===== src/rtl/nsc_pkg.sv =====
`default_nettype none
// ----------------------------------------------------------------------------
// nsc_pkg
// shared types, character constants and decode functions for the
// nmea sentence checker
// ----------------------------------------------------------------------------
package nsc_pkg;

	localparam int BYTE_W  = 8;
	localparam int LEN_W   = 8;
	localparam int HDR_LEN = 5;
	localparam int MIN_LEN = 10;

	typedef logic [BYTE_W-1:0] byte_t;
	typedef logic [LEN_W-1:0]  len_t;
	typedef logic [HDR_LEN-1:0][BYTE_W-1:0] hdr_t;

	localparam byte_t CHR_LF   = 8'h0A;
	localparam byte_t CHR_STAR = 8'h2A;

	typedef enum logic [3:0] {
		SENT_NONE = 4'd0,
		SENT_GGA  = 4'd1,
		SENT_GLL  = 4'd2,
		SENT_GSA  = 4'd3,
		SENT_GSV  = 4'd4,
		SENT_RMC  = 4'd5,
		SENT_VTG  = 4'd6,
		SENT_TXT  = 4'd7,
		SENT_PMT  = 4'd8
	} sent_t;

	// snapshot of a finished line, handed from tracker to verifier
	typedef struct packed {
		byte_t  star;
		byte_t  hex_hi;
		byte_t  hex_lo;
		byte_t  xor_sum;
		hdr_t   header;
		len_t   length;
		logic   ended_full;
		logic   long_enough;
	} line_snap_t;

	function automatic byte_t hex_digit(input logic [3:0] nib);
		byte_t d;
		if (nib < 4'd10) begin
			d = 8'h30 + {4'h0, nib};
		end else begin
			d = 8'h41 + {4'h0, nib} - 8'd10;
		end
		return d;
	endfunction

	// compare the header against a five character string (first char in msb)
	function automatic logic hdr_is(input hdr_t h, input logic [8*HDR_LEN-1:0] s);
		logic m;
		m = 1'b1;
		for (int i = 0; i < HDR_LEN; i++) begin
			if (h[i] != s[8*HDR_LEN-1-8*i -: 8]) begin
				m = 1'b0;
			end
		end
		return m;
	endfunction

	function automatic sent_t classify(input hdr_t h);
		sent_t t;
		if (hdr_is(h, "GPGGA") || hdr_is(h, "GNGGA")) begin
			t = SENT_GGA;
		end else if (hdr_is(h, "GPGLL") || hdr_is(h, "GNGLL")) begin
			t = SENT_GLL;
		end else if (hdr_is(h, "GPGSA") || hdr_is(h, "GNGSA") || hdr_is(h, "BDGSA")) begin
			t = SENT_GSA;
		end else if (hdr_is(h, "GPGSV") || hdr_is(h, "GLGSV") || hdr_is(h, "BDGSV")) begin
			t = SENT_GSV;
		end else if (hdr_is(h, "GPRMC") || hdr_is(h, "GNRMC")) begin
			t = SENT_RMC;
		end else if (hdr_is(h, "GPVTG")) begin
			t = SENT_VTG;
		end else if (hdr_is(h, "GPTXT")) begin
			t = SENT_TXT;
		end else if (h[0] == 8'h50 && h[1] == 8'h4D && h[2] == 8'h54) begin
			t = SENT_PMT;
		end else begin
			t = SENT_NONE;
		end
		return t;
	endfunction

endpackage
`default_nettype wire


===== src/rtl/nsc_rx_if.sv =====
`default_nettype none
// ----------------------------------------------------------------------------
// nsc_rx_if
// received byte channel, valid/ready handshake
// ----------------------------------------------------------------------------
interface nsc_rx_if import nsc_pkg::*; ();
	logic  valid;
	logic  ready;
	byte_t rx_byte;

	modport source (output valid, output rx_byte, input ready);
	modport sink (input valid, input rx_byte, output ready);
endinterface
`default_nettype wire


===== src/rtl/nsc_res_if.sv =====
`default_nettype none
// ----------------------------------------------------------------------------
// nsc_res_if
// per-line result channel, valid/ready handshake
// ----------------------------------------------------------------------------
interface nsc_res_if import nsc_pkg::*; ();
	logic        valid;
	logic        ready;
	logic        checksum_ok;
	len_t        line_length;
	logic        ended_full;
	logic [3:0]  sentence_type;

	modport source (output valid, output checksum_ok, output line_length,
		output ended_full, output sentence_type, input ready);
	modport sink (input valid, input checksum_ok, input line_length,
		input ended_full, input sentence_type, output ready);
endinterface
`default_nettype wire


===== src/rtl/nsc_line_tracker.sv =====
`default_nettype none
// ----------------------------------------------------------------------------
// nsc_line_tracker
// byte count, running xor and short history; snapshots each finished line
// ----------------------------------------------------------------------------
module nsc_line_tracker import nsc_pkg::*; #(
	parameter int LINE_MAX = 128
) (
	input  wire logic       clk,
	input  wire logic       arst_n,
	nsc_rx_if.sink          rx,
	output line_snap_t      snap_s1,
	output logic            snap_valid_s1,
	input  wire logic       snap_ready
);

	len_t  count_q;
	byte_t xor_q;
	byte_t xhist_q [HDR_LEN];
	byte_t recent_q [HDR_LEN];
	hdr_t  header_q;

	logic            fire;
	logic [LEN_W:0]  len_w;
	logic            is_lf;
	logic            full;
	logic            done;

	assign rx.ready = !snap_valid_s1 || snap_ready;
	assign fire     = rx.valid && rx.ready;
	assign len_w    = {1'b0, count_q} + 1'b1;
	assign is_lf    = (rx.rx_byte == CHR_LF);
	assign full     = (len_w >= (LEN_W+1)'(LINE_MAX));
	assign done     = is_lf || full;

	always_ff @(posedge clk or negedge arst_n) begin
		if (!arst_n) begin
			count_q  <= '0;
			xor_q    <= '0;
			header_q <= '0;
			for (int i = 0; i < HDR_LEN; i++) begin
				xhist_q[i]  <= '0;
				recent_q[i] <= '0;
			end
		end else if (fire) begin
			if (done) begin
				count_q  <= '0;
				xor_q    <= '0;
				header_q <= '0;
				for (int i = 0; i < HDR_LEN; i++) begin
					xhist_q[i]  <= '0;
					recent_q[i] <= '0;
				end
			end else begin
				count_q <= len_w[LEN_W-1:0];
				for (int i = HDR_LEN-1; i > 0; i--) begin
					xhist_q[i]  <= xhist_q[i-1];
					recent_q[i] <= recent_q[i-1];
				end
				xhist_q[0]  <= xor_q;
				recent_q[0] <= rx.rx_byte;
				if (count_q != '0) begin
					xor_q <= xor_q ^ rx.rx_byte;
				end
				for (int i = 0; i < HDR_LEN; i++) begin
					if (count_q == len_t'(i + 1)) begin
						header_q[i] <= rx.rx_byte;
					end
				end
			end
		end
	end

	// star sits five from the end: four bytes back from the one being taken
	always_ff @(posedge clk) begin
		if (fire && done) begin
			snap_s1.star        <= recent_q[3];
			snap_s1.hex_hi      <= recent_q[2];
			snap_s1.hex_lo      <= recent_q[1];
			snap_s1.xor_sum     <= xhist_q[3];
			snap_s1.header      <= header_q;
			snap_s1.length      <= len_w[LEN_W-1:0];
			snap_s1.ended_full  <= !is_lf;
			snap_s1.long_enough <= (len_w > (LEN_W+1)'(MIN_LEN));
		end
	end

	always_ff @(posedge clk or negedge arst_n) begin
		if (!arst_n) begin
			snap_valid_s1 <= 1'b0;
		end else if (fire && done) begin
			snap_valid_s1 <= 1'b1;
		end else if (snap_ready) begin
			snap_valid_s1 <= 1'b0;
		end
	end

endmodule
`default_nettype wire


===== src/rtl/nsc_verify.sv =====
`default_nettype none
// ----------------------------------------------------------------------------
// nsc_verify
// checksum compare and header decode into the result register
// ----------------------------------------------------------------------------
module nsc_verify import nsc_pkg::*; (
	input  wire logic       clk,
	input  wire logic       arst_n,
	input  wire line_snap_t snap_s1,
	input  wire logic       snap_valid_s1,
	output logic            snap_ready,
	nsc_res_if.source       res
);

	logic  valid_q;
	logic  ok;
	sent_t kind;

	assign ok = snap_s1.long_enough && (snap_s1.star == CHR_STAR)
		&& (snap_s1.hex_hi == hex_digit(snap_s1.xor_sum[7:4]))
		&& (snap_s1.hex_lo == hex_digit(snap_s1.xor_sum[3:0]));
	assign kind = ok ? classify(snap_s1.header) : SENT_NONE;

	assign snap_ready = !valid_q || res.ready;
	assign res.valid  = valid_q;

	always_ff @(posedge clk or negedge arst_n) begin
		if (!arst_n) begin
			valid_q <= 1'b0;
		end else if (snap_ready) begin
			valid_q <= snap_valid_s1;
		end
	end

	always_ff @(posedge clk) begin
		if (snap_ready && snap_valid_s1) begin
			res.checksum_ok   <= ok;
			res.line_length   <= snap_s1.length;
			res.ended_full    <= snap_s1.ended_full;
			res.sentence_type <= kind;
		end
	end

endmodule
`default_nettype wire


===== src/rtl/nmea_sentence_checker_core.sv =====
`default_nettype none
// ----------------------------------------------------------------------------
// nmea_sentence_checker_core
// slices received bytes into lines and checks each line's nmea checksum
// ----------------------------------------------------------------------------
// throughput: one byte per cycle; the byte path never waits unless a
//   finished line is still held in both the snapshot and result registers
// result path: the line feed (or filling byte) is registered into the line
//   snapshot, then into the result register
// reset: arst_n clears the line count, running xor, history and header bytes,
//   and empties both stages; no clearing pass is needed
module nmea_sentence_checker_core import nsc_pkg::*; #(
	parameter int LINE_MAX = 128
) (
	input  wire logic  clk,
	input  wire logic  arst_n,
	nsc_rx_if.sink     in_ch,
	nsc_res_if.source  out_ch
);

	// snapshot of the line that just ended, waiting for the verifier
	line_snap_t snap_s1;
	logic       snap_valid_s1;
	logic       snap_ready;

	// stage 1: count bytes, fold the xor, keep the last five bytes and the
	// xor value seen before each, capture the five header characters
	nsc_line_tracker #(
		.LINE_MAX (LINE_MAX)
	) u_tracker (
		.clk           (clk),
		.arst_n        (arst_n),
		.rx            (in_ch),
		.snap_s1       (snap_s1),
		.snap_valid_s1 (snap_valid_s1),
		.snap_ready    (snap_ready)
	);

	// stage 2: star and hex digit compare, sentence type decode, result
	// register that also acts as the skid between line ends and the sink
	nsc_verify u_verify (
		.clk           (clk),
		.arst_n        (arst_n),
		.snap_s1       (snap_s1),
		.snap_valid_s1 (snap_valid_s1),
		.snap_ready    (snap_ready),
		.res           (out_ch)
	);

endmodule
`default_nettype wire


===== src/flat_wrapper.sv =====
// flat-port wrapper written by rule: the top's interface ports become plain ports
module nmea_sentence_checker_core_flat import nsc_pkg::*;
#(
	parameter int LINE_MAX = 128
)
  (clk, arst_n, in_ch_valid, in_ch_rx_byte, in_ch_ready, out_ch_valid, out_ch_checksum_ok, out_ch_line_length, out_ch_ended_full, out_ch_sentence_type, out_ch_ready);
  nsc_rx_if in_ch_i ();
  nsc_res_if out_ch_i ();
  input  wire logic clk;
  input  wire logic arst_n;
  input wire logic [$bits(in_ch_i.valid)-1:0] in_ch_valid;
  input wire logic [$bits(in_ch_i.rx_byte)-1:0] in_ch_rx_byte;
  output wire logic [$bits(in_ch_i.ready)-1:0] in_ch_ready;
  output wire logic [$bits(out_ch_i.valid)-1:0] out_ch_valid;
  output wire logic [$bits(out_ch_i.checksum_ok)-1:0] out_ch_checksum_ok;
  output wire logic [$bits(out_ch_i.line_length)-1:0] out_ch_line_length;
  output wire logic [$bits(out_ch_i.ended_full)-1:0] out_ch_ended_full;
  output wire logic [$bits(out_ch_i.sentence_type)-1:0] out_ch_sentence_type;
  input wire logic [$bits(out_ch_i.ready)-1:0] out_ch_ready;
  assign in_ch_i.valid = in_ch_valid;
  assign in_ch_i.rx_byte = in_ch_rx_byte;
  assign in_ch_ready = in_ch_i.ready;
  assign out_ch_valid = out_ch_i.valid;
  assign out_ch_checksum_ok = out_ch_i.checksum_ok;
  assign out_ch_line_length = out_ch_i.line_length;
  assign out_ch_ended_full = out_ch_i.ended_full;
  assign out_ch_sentence_type = out_ch_i.sentence_type;
  assign out_ch_i.ready = out_ch_ready;
  nmea_sentence_checker_core #(.LINE_MAX(LINE_MAX)) u_core (.clk(clk), .arst_n(arst_n), .in_ch(in_ch_i), .out_ch(out_ch_i));
endmodule

===== config.mk =====
export PLATFORM = sky130hd
export DESIGN_NAME = nmea_sentence_checker_core_flat
export DESIGN_NICKNAME = d
export VERILOG_FILES = /design/src/rtl/nsc_pkg.sv /design/src/rtl/nsc_rx_if.sv /design/src/rtl/nsc_res_if.sv /design/src/rtl/nsc_line_tracker.sv /design/src/rtl/nsc_verify.sv /design/src/rtl/nmea_sentence_checker_core.sv /design/src/flat_wrapper.sv
export SDC_FILE = /design/constraint.sdc
export NUM_CORES = 1
export LEC_CHECK = 0
export ABC_AREA = 1
export BUFFER_PORTS_ARGS = -buffer_cell sky130_fd_sc_hd__buf_2
export CAP_MARGIN = 40
export CORE_ASPECT_RATIO = 1.25
export CORE_UTILIZATION = 62
export DETAILED_ROUTE_END_ITERATION = 8
export PLACE_DENSITY = 0.78
export SLEW_MARGIN = 20
export SYNTH_ARGS = -nofsm -noshare
export SYNTH_HDL_FRONTEND = slang
export SYNTH_SLANG_ARGS = --single-unit

===== constraint.sdc =====
create_clock -name clk -period 3.4 [get_ports clk]
set_input_delay 0.51 -clock clk [delete_from_list [all_inputs] [get_ports clk]]
set_output_delay 0.51 -clock clk [all_outputs]
set_load 0.005 [all_outputs]

After elaboration in Yosys (flattened, before gate mapping)
Index checks and enable logic that the tools add are counted.

storage, ports and cells
  bits in registers = 218
  output and inout bits = 16
  word-level logic and storage cells = 220

operators by class
  add/sub/neg operators = 7
  order comparisons = 4
  eq/ne operators = 34
  muxes and demuxes = 99
  bitwise operators = 2
  reductions and logical operators = 38

operators by type and width
  cell                   count
  $ne A8 B7 Y1 const B   22
  $mux W40               3
  $mux W8                10
  $mux W1                79
  $eq A8 B7 Y1 const B   3
  $add A7 B4 Y8 const A  2
  $eq A8 B2 Y1 const B   2
  $eq A8 B3 Y1 const B   2
  $eq A8 B8 Y1           2
  $sub A8 B4 Y8 const B  2
  $add A6 B4 Y7 const A  2
  $reduce_bool A2 Y1     7
  $mux W3                4
  $reduce_and A2 Y1      6
  $logic_or A1 B1 Y1     10
  $add A8 B1 Y9 const B  1
  $ge A9 B8 Y1 const B   1
  $gt A9 B4 Y1 const B   1
  $eq A8 B1 Y1 const B   1
  $eq A8 B4 Y1 const B   1
  $eq A8 B6 Y1 const B   1
  $logic_and A1 B1 Y1    8
  $lt A4 B4 Y1 const B   2
  $reduce_bool A8 Y1     1
  other kinds (8)        11

Logic depth before layout (Yosys ltp)
  word-level depth = 41
  depth in mapped cells = 14
  gate-level depth less buffers = 14

Modules after synthesis
From an unflattened synthesis, not the netlist that was laid out.

second synthesis, totals
  cells, all modules = 953
  area total of the unflattened synthesis = 9372.7 um^2

modules (own cells, without submodules)
  module            times used  cells each  area an instance (um^2)  sequential area each (um^2)
  nsc_line_tracker  1           669         7771.2                   5490.3
  nsc_verify        1           284         1601.5                   445.4

Worst setup path before layout
Ideal clock, no wire load.

  path type = reg2reg
  start = reg u_core.u_tracker.count_q[0]
  end = reg, netlist name u_core.u_tracker.snap_s1[0]
  data arrival time = 2.309 ns
  data required time = 2.997 ns
  slack = 0.688 ns
  stages on the path, launching flop included = 10
  clock period less this slack = 2.712 ns
  cells stage by stage = dfrtp_1 > ha_1 > nand3_1 > nor3_2 > nand3_1 > nand3_1 > inv_2 > nand2_4 > nand2_2 > inv_2

on the way
  cells in the longest elaborated chain, start to end = 4

RTL lines
  what                    line                    source
  start, declared         nsc_line_tracker.sv:17  len_t count_q;
  start signal, assigned  nsc_line_tracker.sv:55  count_q <= len_w[LEN_W-1:0];
  $add A8 B1 Y9           nsc_line_tracker.sv:31  assign len_w = {1'b0, count_q} + 1'b1;
  $ge A9 B8 Y1            nsc_line_tracker.sv:33  assign full = (len_w >= (LEN_W+1)'(LINE_MAX));
  $logic_or A1 B1 Y1      nsc_line_tracker.sv:34  assign done = is_lf || full;
  $logic_and A1 B1 Y1     nsc_line_tracker.sv:76  if (fire && done) begin

Every way passes these cells.
A chain may end at the register's enable or synchronous reset.

Worst setup path in the final report
  start = reg u_core.u_tracker.count_q[0]
  end = reg, netlist name u_core.u_tracker.snap_s1[77]

on the way
  cells in the longest elaborated chain, start to end = 4

RTL lines
  what                 line
  $add A8 B1 Y9        nsc_line_tracker.sv:31
  $ge A9 B8 Y1         nsc_line_tracker.sv:33
  $logic_or A1 B1 Y1   nsc_line_tracker.sv:34
  $logic_and A1 B1 Y1  nsc_line_tracker.sv:76

Every way passes these cells.

==> results by group <==
Final layout
  • Share of cells above drive strength 1: 10.6%
  • Fraction of the core area covered by cells at the end of the flow: 70.2%
  • Area Overhead vs Synth: 10.5%
  • Antenna cell count: 0
  • Fill count: 1051
  • Multi-input gate area: 2550 µm²
  • Register Area: 5940 µm²
  • Layout net count: 958

Global routing
  • Final global-route overflow total: 0
  • Maximum number of pins on one net before global-route repair: 78
  • Wire length of the first global-routing pass: 29200 µm
  • GRT Util Overall: 24.4%
  • Initial antenna violation count: 0
  • Via count of the first global-routing pass: 6072

Route
  • Post-detailed-routing wire length: 17900 µm
  • Average wire per cell in the routed design: 15.8 µm
  • Number of remaining DRC errors: 0
  • Amount of wire on met2 after detailed routing: 8880 µm
  • Met1 Wirelength: 7580 µm
  • Initial DRT Pass Iterations: 5
  • Residual antenna-violating net count after detailed routing: 0
  • Top metal layer carrying routed signals: met4
  • Initial DRC Count: 411
  • Mean number of vias per cell: 5.41
  • Met3 routed WL: 820 µm
  • Count of vias placed by the detailed router: 6125

Synth
  • Number of enable flip-flop cells after synthesis: 96
  • Top post-synthesis cells by count: nand2_1, inv_1, dfrtp_1, edfxtp_1, nor2_1
  • Number of synthesized register bits: 218
  • Fraction of synthesized cell area taken by the top area cell type: 33.5%
  • Async SR Flop Fraction: 56.0%
  • Largest cells by area after synthesis: dfrtp_1, edfxtp_1, nand2_1
  • Number of warnings reported in the yosys synthesis log: 0
  • Gate Count Post-Synth: 902
  • Leading register cell type out of synthesis: dfrtp_1
  • Synth Cell Area: 9120 µm²
  • Distinct cell type count of the synthesized netlist: 35
  • Share of synthesized area occupied by flip-flops and latches: 65.1%
  • Most frequent cell after synthesis: nand2_1
  • Syn Area/Cell: 10.1 µm²
  • Syn_nets: 920
  • Cell taking the most area after synthesis: dfrtp_1

Worst setup path
  • Worst-case reg-to-reg path depth: 10
  • Arrival time of data at the critical path endpoint: 2650 ps
  • Type of the worst setup path: flop to flop
  • Crit path capture type: flop
  • Highest-delay cell along the critical path: dfrtp_1
  • Slowest Stage Delay on Critical Path: 460 ps
  • Crit-path most repeated cell: nand3_1
  • Startpoint types: flop
  • Critical Path, Cell by Cell: ha_1 > nand3_1 > nor3_2 > nand3_1 > nand3_1 > inv_2 > nand2_4 > nand2_2 > clkinv_2 > buf_4
  • Crit Path Max Fanout: 22
  • Data required time of the critical path: 3580 ps

Timing
  • Setup repair after global routing missed its margin: false
  • Worst relative slew slack: 46.1%
  • Clock tree skew after final layout: 17.2 ps
  • Highest achievable clock rate: 406 MHz
  • Number of hold violations in the final report: 0
  • Total count of max-transition violations in the final report: 0
  • Setup_tns: 0 ps
  • Setup Viol. Count Final: 0
  • Least-Margin Pin Slew: 806 ps
  • Worst Hold Margin: 20.3 ps
  • Minimum clock period: 2460 ps
  • Final Cycle Share: 72.4%

Power and ir drop
  • Relative contribution of the clock network to total power: 31.7%
  • Part of the total power dissipated in combinational logic: 14.0%
  • Reported leakage power: 4.68 nW
  • Net switching power figure: 1.79 mW
  • Share of total power in sequential cells: 54.3%
  • P per Cell Area: 655 nW/µm²
  • Cell-internal power: 4.81 mW
  • Maximum vdd drop: 0.671 mV
  • Switching share of power: 27.1%

Status
  • Outcome: complete, no violations

Floorplan
  • Boundary pin count: 28
  • Area of the placeable core: 14300 µm²
  • Die Area: 15200 µm²
  • Cell Rows: 49
  • Floorplan die width: 110 µm
  • Overall die height: 138 µm
  • Effective utilization at floorplan: 63.6%

CTS
  • CTS buffer count: 20
  • Number of hold-repair buffers added at the cts stage: 0
  • Max clock buf depth: 3
  • Depth of the CTS H-tree: 1
  • Worst-skew pair later-pin latency: 500 ps
  • CTS root buf: clkbuf_16
  • Total clock sinks: 218
  • Clock edge transition at the registers on the reported setup and hold paths: 60 ps
  • Number of buffers added for setup after CTS: 0
  • Cells resized by post-CTS repair: 0
  • CTS tree: built

Placement
  • Dpl hpwl: 11900 µm
  • Placer Congestion: 0.927
  • Buffers on Ports: 27

Worst hold path
  • Class of the tightest hold or removal check: primary input to asynchronous set/reset pin

Flow run
  • Max-cap violations: 0
worst max-delay path: cells and delay by family (launching register included):
family,cells,cell delay (ps)
DFF,1,460
buffers and inverters,3,670
adders and majority gates,1,270
and+or+nand+nor,6,710
cell usage in the layout (no fill, tap or decap), types with 2 or more instances in the layout:
master        n
o22ai_1      30
ha_1          6
inv_2         2
dfrtp_1     122
buf_12        2
buf_4         7
clkbuf_1      2
buf_2        26
clkbuf_16    21
nand2_4       2
and3_1        2
nand3_1      82
a21oi_1       2
nor2_1       84
nor4_1        4
o21ai_0      24
nor3_1        7
xor2_1       16
clkinv_2      7
or2_2         2
nand3b_1      3
clkinvlp_4    4
edfxtp_1     96
o21ai_2      18
nand2_1     228
inv_1       130
nand4_1      10
path summary, 6_finish.rpt:
path | start | endpoint | slack (ps)
max | u_core.u_tracker.count_q[0]$_DFFE_PN0P_ | u_core.u_tracker.snap_s1[77]$_DFFE_PP_ | 940
min | arst_n | u_core.u_tracker.xhist_q[12]$_DFFE_PN0P_ | 20
max reg2reg | u_core.u_tracker.count_q[0]$_DFFE_PN0P_ | u_core.u_tracker.snap_s1[77]$_DFFE_PP_ | 940
min reg2reg | u_core.u_tracker.snap_s1[5]$_DFFE_PP_ | u_core.u_verify.res.line_length[3]$_DFFE_PP_ | 420
max in group asynchronous | arst_n | u_core.u_tracker.header_q[12]$_DFFE_PN0P_ | 2540
min in group clk | out_ch_ready | u_core.u_verify.res.valid$_DFFE_PN0P_ | 280
cells by family (layout without fill, tap and decap cells):
logic type | count (synthesis) | count (layout) | share of synthesized area, %
flip-flops | 218 | 218 | 65.1
AND/OR/NAND/NOR | 429 | 429 | 19.9
AO/OA/AOI/OAI | 78 | 78 | 5.56
XOR/XNOR | 17 | 17 | 1.63
buffers and inverters | 154 | 206 | 7.00
adder cells (fa/ha/maj) | 6 | 6 | 0.823
layout make-up:
type	count	share of cell area [%]
Tap cell	178	2.21
Sequential cell	218	58.9
Clock buffer	24	5.43
Multi-Input combinational cell	530	25.3
Clock inverter	12	0.795
Inverter	134	5.03
Timing Repair Buffer	36	2.32
metal layers:
layer  vias to the layer above  GRT usage, %
met5                         -             0
met4                         0          9.63
met3                        44          3.21
met2                       157          42.3
met1                      2924          31.6
li1                       3000             -
power by group through the flow:
| stage | Combinational [mW] | Clock, mW | Sequential [mW] |
|---|---|---|---|
| 3_3_place_gp | 0.869 | 0 | 3.60 |
| 2_1_floorplan | 0.695 | 0 | 3.53 |
| 3_5_place_dp | 0.913 | 0 | 3.62 |
| 5_1_grt | 1.06 | 2.22 | 3.63 |
| 6_report | 0.926 | 2.09 | 3.58 |
| 4_1_cts | 0.930 | 2.13 | 3.57 |
per-stage QoR:
step / cell area, µm² / std cells / worst slack, ps / power (mW)
4_1_cts: 10100 / 1132 / 932 / 6.64
2_1_floorplan: 9120 / 902 / 688 / 4.23
3_5_place_dp: 9450 / 1096 / 964 / 4.54
6_report: 10100 / 1132 / 938 / 6.60
3_3_place_gp: 9440 / 1095 / 1050 / 4.47
5_1_grt: 10100 / 1132 / 766 / 6.92
state kept, by name (all words and copies together) (netlist names):
signal / flops
u_core.u_tracker.header_q: 40
u_core.u_tracker.xhist_q: 32
u_core.u_tracker.snap_valid_s1: 1
u_core.u_tracker.count_q: 8
u_core.u_verify.res.valid: 1
u_core.u_tracker.xor_q: 8
u_core.u_verify.res.ended_full: 1
u_core.u_verify.res.line_length: 8
u_core.u_verify.res.checksum_ok: 1
u_core.u_tracker.snap_s1: 82
u_core.u_verify.res.sentence_type: 4
u_core.u_tracker.recent_q: 32
Power figures use the tool's default switching activity.
